--- config.mk ---
export PLATFORM = sky130hd
export DESIGN_NAME = lobm_ctrl
export DESIGN_NICKNAME = d
export VERILOG_FILES = /design/src/sv/lobm_pkg.sv /design/src/sv/lobm_ctrl.sv
export SDC_FILE = /design/constraint.sdc
export NUM_CORES = 1
export LEC_CHECK = 0
export BUFFER_PORTS_ARGS = -buffer_cell sky130_fd_sc_hd__buf_2
export CELL_PAD_IN_SITES_DETAIL_PLACEMENT = 1
export CELL_PAD_IN_SITES_GLOBAL_PLACEMENT = 1
export CORE_MARGIN = 3
export CORE_UTILIZATION = 26
export DETAILED_ROUTE_END_ITERATION = 6
export GPL_ROUTABILITY_DRIVEN = 0
export PLACE_DENSITY_LB_ADDON = 0.1
export SYNTH_ARGS = -nofsm -noshare
export SYNTH_HDL_FRONTEND = slang
export SYNTH_SLANG_ARGS = --single-unit
--- constraint.sdc ---
create_clock -name clock -period 1.75 [get_ports clock]
set_input_delay 0.0875 -clock clock [delete_from_list [all_inputs] [get_ports clock]]
set_output_delay 0.0875 -clock clock [all_outputs]
set_load 0.1 [all_outputs]
--- src/sv/lobm_pkg.sv ---
// ----------------------------------------------------------------------------
// lobm_pkg: shared types, constants and helpers for the order book matcher
// Book sizing, field widths, the controller/datapath command and status
// structs, and the mod 1000000007 helpers used by the backlog tracker.
// ----------------------------------------------------------------------------
package lobm_pkg;

   localparam int BOOK_DEPTH = 256;
   localparam int IDX_W      = $clog2(BOOK_DEPTH);
   localparam int CNT_W      = $clog2(BOOK_DEPTH + 1);
   localparam int ADDR_W     = IDX_W + 1;          // book select bit on top
   localparam int RAM_DEPTH  = 2 * (1 << IDX_W);

   localparam int PRICE_W    = 30;
   localparam int AMT_W      = 30;
   localparam int MOD_W      = 30;
   localparam int ENTRY_W    = PRICE_W + AMT_W;    // {amount, price}

   localparam int REQ_DATA_W = 64;                 // price, amount, pad
   localparam int RSP_DATA_W = 96;                 // filled, rested, backlog, pad

   localparam logic [MOD_W-1:0] MOD_P      = 30'd1000000007;
   localparam logic [IDX_W:0]   DEPTH_WIDE = (IDX_W + 1)'(BOOK_DEPTH);
   localparam logic [CNT_W-1:0] DEPTH_CNT  = CNT_W'(BOOK_DEPTH);

   localparam logic SIDE_BUY  = 1'b0;
   localparam logic SIDE_SELL = 1'b1;

   typedef struct packed {
      logic load;         // take a new order
      logic rd_head;      // read best entry of opposite book
      logic match_exec;   // consume from best opposite entry
      logic ins_start;    // insertion slot starts at tail of own book
      logic rd_ins;       // read own entry just above the slot
      logic shift;        // move that entry down one slot
      logic ins_write;    // place remainder into slot
      logic set_ovf;      // own book full, drop remainder
      logic mod_sub;      // backlog -= filled
      logic mod_add;      // backlog += rested
      logic out_load;     // capture result into output register
   } cmd_type;

   typedef struct packed {
      logic opp_empty;
      logic rem_zero;
      logic crosses;
      logic own_full;
      logic idx_zero;
      logic worse;
      logic out_free;
   } sts_type;

   // head + offset, wrapped at the book depth
   function automatic logic [IDX_W-1:0] wrap_idx(input logic [IDX_W-1:0] head,
                                                 input logic [IDX_W-1:0] off);
      logic [IDX_W:0] s;
      s = {1'b0, head} + {1'b0, off};
      if (s >= DEPTH_WIDE) s = s - DEPTH_WIDE;
      return s[IDX_W-1:0];
   endfunction

   function automatic logic [MOD_W-1:0] mod_reduce(input logic [MOD_W-1:0] x);
      return (x >= MOD_P) ? (x - MOD_P) : x;
   endfunction

   function automatic logic [MOD_W-1:0] mod_sub(input logic [MOD_W-1:0] m,
                                                input logic [MOD_W-1:0] x);
      logic [MOD_W-1:0] xr;
      xr = mod_reduce(x);
      return (m >= xr) ? (m - xr) : (m + (MOD_P - xr));
   endfunction

   function automatic logic [MOD_W-1:0] mod_add(input logic [MOD_W-1:0] m,
                                                input logic [MOD_W-1:0] x);
      logic [MOD_W:0] s;
      s = {1'b0, m} + {1'b0, mod_reduce(x)};
      if (s >= {1'b0, MOD_P}) s = s - {1'b0, MOD_P};
      return s[MOD_W-1:0];
   endfunction

endpackage

--- src/sv/lobm_ctrl.sv ---
// ----------------------------------------------------------------------------
// lobm_ctrl: order sequencing state machine
// Walks one order through match, insert, backlog update and result hand-off.
// ----------------------------------------------------------------------------
module lobm_ctrl (
   input  logic             clock,
   input  logic             reset,
   input  logic             req_tvalid,
   output logic             req_tready,
   input  lobm_pkg::sts_type sts,
   output lobm_pkg::cmd_type cmd
);
   import lobm_pkg::*;

   typedef enum logic [3:0] {
      ST_IDLE, ST_M_CHK, ST_M_EX, ST_I_CHK, ST_I_RD, ST_I_CMP, ST_I_WR,
      ST_B_SUB, ST_B_ADD, ST_DONE
   } state_type;

   state_type state_ff, state_in;

   assign req_tready = (state_ff == ST_IDLE);

   always_comb begin
      cmd      = '0;
      state_in = state_ff;
      unique case (state_ff)
         ST_IDLE: begin
            if (req_tvalid) begin
               cmd.load = 1'b1;
               state_in = ST_M_CHK;
            end
         end
         ST_M_CHK: begin
            if (sts.opp_empty || sts.rem_zero) begin
               state_in = ST_I_CHK;
            end else begin
               cmd.rd_head = 1'b1;
               state_in    = ST_M_EX;
            end
         end
         ST_M_EX: begin
            if (sts.crosses) begin
               cmd.match_exec = 1'b1;
               state_in       = ST_M_CHK;
            end else begin
               state_in = ST_I_CHK;
            end
         end
         ST_I_CHK: begin
            priority if (sts.rem_zero) begin
               state_in = ST_B_SUB;
            end else if (sts.own_full) begin
               cmd.set_ovf = 1'b1;
               state_in    = ST_B_SUB;
            end else begin
               cmd.ins_start = 1'b1;
               state_in      = ST_I_RD;
            end
         end
         ST_I_RD: begin
            if (sts.idx_zero) begin
               state_in = ST_I_WR;
            end else begin
               cmd.rd_ins = 1'b1;
               state_in   = ST_I_CMP;
            end
         end
         ST_I_CMP: begin
            if (sts.worse) begin
               cmd.shift = 1'b1;
               state_in  = ST_I_RD;
            end else begin
               state_in = ST_I_WR;
            end
         end
         ST_I_WR: begin
            cmd.ins_write = 1'b1;
            state_in      = ST_B_SUB;
         end
         ST_B_SUB: begin
            cmd.mod_sub = 1'b1;
            state_in    = ST_B_ADD;
         end
         ST_B_ADD: begin
            cmd.mod_add = 1'b1;
            state_in    = ST_DONE;
         end
         ST_DONE: begin
            if (sts.out_free) begin
               cmd.out_load = 1'b1;
               state_in     = ST_IDLE;
            end
         end
         default: state_in = ST_IDLE;
      endcase
   end

   always_ff @(posedge clock) begin
      if (reset) state_ff <= ST_IDLE;
      else       state_ff <= state_in;
   end

endmodule

==> results of run 1 <==
[critical path: stages (launching register included)]
cell     delay [ps]
dfxtp_1         370
or2_1           280
buf_4           170
nor3_2           90
buf_2           440
[cell usage in the layout (no fill, tap or decap), types with 2 or more instances in the layout]
cell type	n
nor4_4	2
nor2_2	2
inv_1	3
clkbuf_4	5
nor3_2	2
buf_2	12
buf_4	8
nand2_1	4
o21ai_0	2
nor3_1	2
nand2b_1	2
dfxtp_1	3
buf_12	7
nor3_4	2
nor2_1	10
[cell families after synthesis]
logic type | synth area share (%)
xor+xnor | 2.273
compound gates | 13.64
buf+inv | 12.98
simple gates | 47.73
flops | 20.78
mux | 2.598
[per-stage QoR]
stage                     TNS [ps]  hold WS, ps  worst slack, ps  power [mW]
after floorplan              -1392        159.9           -431.1      0.5339
after global routing             0        88.05            10.76      0.8328
after detailed placement         0        327.6            263.8      0.6580
after CTS                        0        78.55           0.2541      0.7827
after global placement           0        321.1            318.0      0.6506
final                            0        82.94            86.94      0.7830
[power breakdown]
group          total [mW]  switching [mW]  leakage, nW  internal [mW]
combinational       0.520           0.357        0.265          0.163
sequential          0.147          0.0375       0.0330          0.110
clock               0.116          0.0392       0.0138         0.0768
[layout make-up]
| cell class | instances | area, um^2 | area share [%] |
|---|---|---|---|
| multi-input cells | 45 | 334.1 | 44.95 |
| repair buffers | 29 | 275.3 | 37.04 |
| flip-flops and latches | 4 | 81.33 | 10.94 |
| clock buffers | 3 | 22.52 | 3.030 |
| well taps | 15 | 18.77 | 2.525 |
| inverters | 3 | 11.26 | 1.515 |
[worst min-delay path by stage]
stage          start           to  slack, ps  depth (start not counted)
2_1_floorplan  reset  state_ff[1]        160                          1
3_3_place_gp   reset  state_ff[3]        320                          2
3_5_place_dp   reset  state_ff[1]        330                          2
4_1_cts        reset  state_ff[1]         80                          2
5_1_grt        reset  state_ff[3]         90                          2
6_report       reset  state_ff[3]         80                          2
[metal layers]
metal / share of wire (%) / up-vias / global-route usage, %
met5: 0 / - / 0
met4: 0 / 0 / 3.614
met3: 4.8 / 0 / 5.285
met2: 47 / 13 / 24.93
met1: 48 / 232 / 22.95
li1: - / 259 / -
[what timing repair did]
item | 4_1_cts | 5_1_grt
setup endpoints to repair | 0 | 6
setup buffers | 0 | 0
gates resized for setup | 0 | 4
==> impl_metrics.yaml, run 1 <==
yosys:
  yosysMostFrequentCell: "nor2_1"
  ys_seq_elements: 4
  synth-seq-area-share_pct: 20.78
  syn_area_per_cell_um2: 6.761
  ys_top_cells_by_count: "nor2_1, nor3_1, dfxtp_1, nand2_1"
  ys_types: 28
  synth_top_area_share_pct: 20.78
  synth_edf_count: 0
  ys.flop_type: "dfxtp_1"
  yosysWarnings: 0
  synth_area_um2: 385.4
  netlist_instances: 57
  synth_top_area_cell: "dfxtp_1"
  async_reset_ff_share_pct: 0
  synthTopCellsByArea: "dfxtp_1, nor2_1, nor3_1"
  syn_nets: 67
finish:
  nets: 96
  stdcell_area_um2: 743.2
  area_growth_pct: 92.86
  largest_reg_flops: 4
  reg.largest.list: "state_ff: 4 flops"
  fillers: 175
  fin_cells: 99
  n_antenna_cell: 0
  top_register: "state_ff"
  layout-drive-gt1-share_pct: 50.00
  fin_util_pct: 55.05
critical_path:
  rrSetupSlack_ps: 210
  crit_type: "reg -> out"
  endpoint_kind: "output pin"
  r2r-start: "state_ff[1]"
  crit_path_start_kind: "flop"
  r2r_cells: 5
  startpoint: "state_ff[1]"
  critPathCapture: "req_tready"
  worstPathArrival_ps: 1580
  cp_max_fo: 7
  required_ps: 1660
  r2r_end: "state_ff[1]"
flow_run:
  cap_violations: 0
clocking:
  clk_latency_ps: 230
  htree_levels: 1
  cts.hold.buffers_added: 0
  clockRootBuffer: "clkbuf_4"
  clock_path_buffers: 2
  clk_pin_slew_ps: 40
  cts_tree: "yes"
  clock-sinks: 4
  cts_buffers: 3
route:
  vias: 504
  wl_per_cell_um: 13.96
  first_pass_iters: 4
  vias_per_cell: 5.091
  ant_nets: 0
  routed_wl_um: 1382
  drcViolationCount: 0
  drt_iter0_markers: 7
global_routing:
  grt_pass1_vias: 531
  antenna_found_initial: 0
  grt_start_max_net_pins: 12
  grt_overflow: 0
  grt_use_total_pct: 16.61
  grt_pass1_wl_um: 2442
floorplan:
  io_pins: 22
  std_cell_rows: 13
  die_x_um: 44.50
  coreArea_um2: 1350
  dieHeight_um: 44.50
  initial_core_util_pct: 28.54
  dieArea_um2: 1980
placed_design:
  place_area_um2: 711.9
  dp_cells: 96
  hpwlAfterDp_um: 1104
  io_buffers: 21
sta:
  rsz0062_at_grt: "false"
  setup_viol: 0
  skew_ps: 3.119
  timing.fmax_mhz: 601.3
  slew_headroom_pct: 65.47
  hold_violations: 0
  worst_slew_pin_slew_ps: 504.8
  finalCritPeriodShare_pct: 95.03
  drv_slew: 0
  min_period_ps: 1663
worst_hold_path:
  holdCritPathClass: "in -> reg"
power:
  power.leakage_nw: 0.3117
  ir_drop_mv: 0.5937
  p_per_area_nw_per_um2: 1054
status:
  outcome: "finished, final reports clean"
No activity file was read; power rests on OpenSTA's default activity.
==> inputs of run 2 (changes only) <==
--- a/config.mk
+++ b/config.mk
@@ -6,6 +6,7 @@
 export NUM_CORES = 1
 export LEC_CHECK = 0
 export BUFFER_PORTS_ARGS = -buffer_cell sky130_fd_sc_hd__buf_2
+export CAP_MARGIN = 30
 export CELL_PAD_IN_SITES_DETAIL_PLACEMENT = 1
 export CELL_PAD_IN_SITES_GLOBAL_PLACEMENT = 1
 export CORE_MARGIN = 3
@@ -13,6 +14,7 @@
 export DETAILED_ROUTE_END_ITERATION = 6
 export GPL_ROUTABILITY_DRIVEN = 0
 export PLACE_DENSITY_LB_ADDON = 0.1
+export REMOVE_ABC_BUFFERS = 1
 export SYNTH_ARGS = -nofsm -noshare
 export SYNTH_HDL_FRONTEND = slang
 export SYNTH_SLANG_ARGS = --single-unit
==> run 2 against run 1 <==
Non-clock buffer count is 6 lower. Clock skew fell by 1.5 ps. Sequential share of layout area rose by 2.2 points. Core utilization is 9.3 points lower. Global-route usage shrank 4.2 points. Combinational power down 13%. Cell count down 6.1%. Critical path type unchanged. Largest power group unchanged. Highest routed layer unchanged.
==> impl_metrics.yaml, run 2 (same netlist as run 1, synthesis figures left out) <==
critical_path:
  crit_type: "reg -> out"
  endpoint_kind: "output pin"
  required_ps: 1660
  worstPathArrival_ps: 1530
  cp_max_fo: 10
  crit_path_start_kind: "flop"
global_routing:
  use_met1_pct: 18.27
  grt_pass1_wl_um: 1897
  busiest_layer: "met1"
  grt_use_total_pct: 12.46
  grt_use_met2_pct: 16.91
  grt_pass1_vias: 425
  grt_overflow: 0
  grtUsageMet3_pct: 5.285
  grt_start_max_net_pins: 16
  antenna_found_initial: 0
finish:
  area_growth_pct: 60.39
  layout-drive-gt1-share_pct: 38.46
  nets: 90
  largest_reg_flops: 4
  n_antenna_cell: 0
  top_register: "state_ff"
  mostFrequentLayoutCells: "buf_2, nor2_1, buf_12"
  reg.largest.list: "state_ff: 4 flops"
  final_common_cell: "buf_2"
  fillers: 179
route:
  routed_wl_um: 1192
  wl_per_cell_um: 12.82
  drcViolationCount: 0
  vias: 490
  first_pass_iters: 4
  drt_iter0_markers: 6
  vias_per_cell: 5.269
  ant_nets: 0
clocking:
  cts_buffers: 3
  clock-sinks: 4
  clk_pin_slew_ps: 40
  cts_resized: 1
  clockRootBuffer: "clkbuf_4"
  cts.hold.buffers_added: 0
  clock_path_buffers: 2
  cts_tree: "yes"
  post_cts_buffers: 0
  clk_latency_ps: 230
  htree_levels: 1
floorplan:
  dieArea_um2: 1980
  std_cell_rows: 13
  io_pins: 22
  initial_core_util_pct: 28.54
  dieHeight_um: 44.50
  coreArea_um2: 1350
  die_x_um: 44.50
sta:
  hold_violations: 0
  skew_ps: 1.626
  fin_ws_ps: 131.6
  drv_slew: 0
  slew_headroom_pct: 67.90
  finalCritPeriodShare_pct: 92.48
  timing.fmax_mhz: 617.9
  setup_viol: 0
  worst_slew_pin_slew_ps: 469.3
  min_period_ps: 1618
power:
  ir_drop_mv: 0.4805
  p_per_area_nw_per_um2: 1159
  power.leakage_nw: 0.2608
  fin_total_pwr_mw: 0.7161
placed_design:
  dpl_worst_slack_ps: 168.1
  hpwlAfterDp_um: 947.5
  io_buffers: 21
worst_hold_path:
  holdCritPathClass: "in -> reg"
status:
  outcome: "finished, final reports clean"
flow_run:
  cap_violations: 0
run 2: layout make-up:
type	instances	area, um^2	share of cell area [%]
Timing Repair Buffer	23	212.7	34.41
Inverter	3	11.26	1.822
Tap cell	15	18.77	3.036
Clock buffer	3	22.52	3.644
Multi-Input combinational cell	45	271.5	43.93
Sequential cell	4	81.33	13.16
run 2: critical path, cell delays in order, from the launching register on:
cell	delay, ps
dfxtp_1	390
nor2_1	260
nand2_1	120
nor2_1	110
buf_2	430
run 2: per-stage QoR:
stage	TNS [ps]	instances	hold WS, ps	area, um^2	util, %
2_1_floorplan	-10290	52	159.9	346.6	-
3_3_place_gp	0	90	322.1	575.6	42.63
3_5_place_dp	0	90	323.8	575.6	42.63
4_1_cts	0	93	87.49	599.3	44.39
5_1_grt	-15.29	93	103.9	618.1	45.78
6_report	0	93	89.80	618.1	45.78
run 2: where the power goes:
part | internal, mW | total, mW | switching (mW)
sequential | 0.110 | 0.152 | 0.0421
combinational | 0.143 | 0.454 | 0.311
clock | 0.0765 | 0.111 | 0.0343
total | 0.329 | 0.716 | 0.387
run 2: final timing paths:
kind,startpoint,to,slack (ps),cells past startpoint
max,state_ff[2],cmd[0],130,4
min reg2reg,state_ff[0],state_ff[0],610,2
max reg2reg,state_ff[2],state_ff[1],180,4
min,reset,state_ff[1],90,2
run 2: routing by layer:
metal	share of wire (%)	vias up	routed length [um]
met2	45	22	533
met1	45	221	535
met3	10	0	123
met5	0	-	0
met4	0	0	0
li1	-	247	-
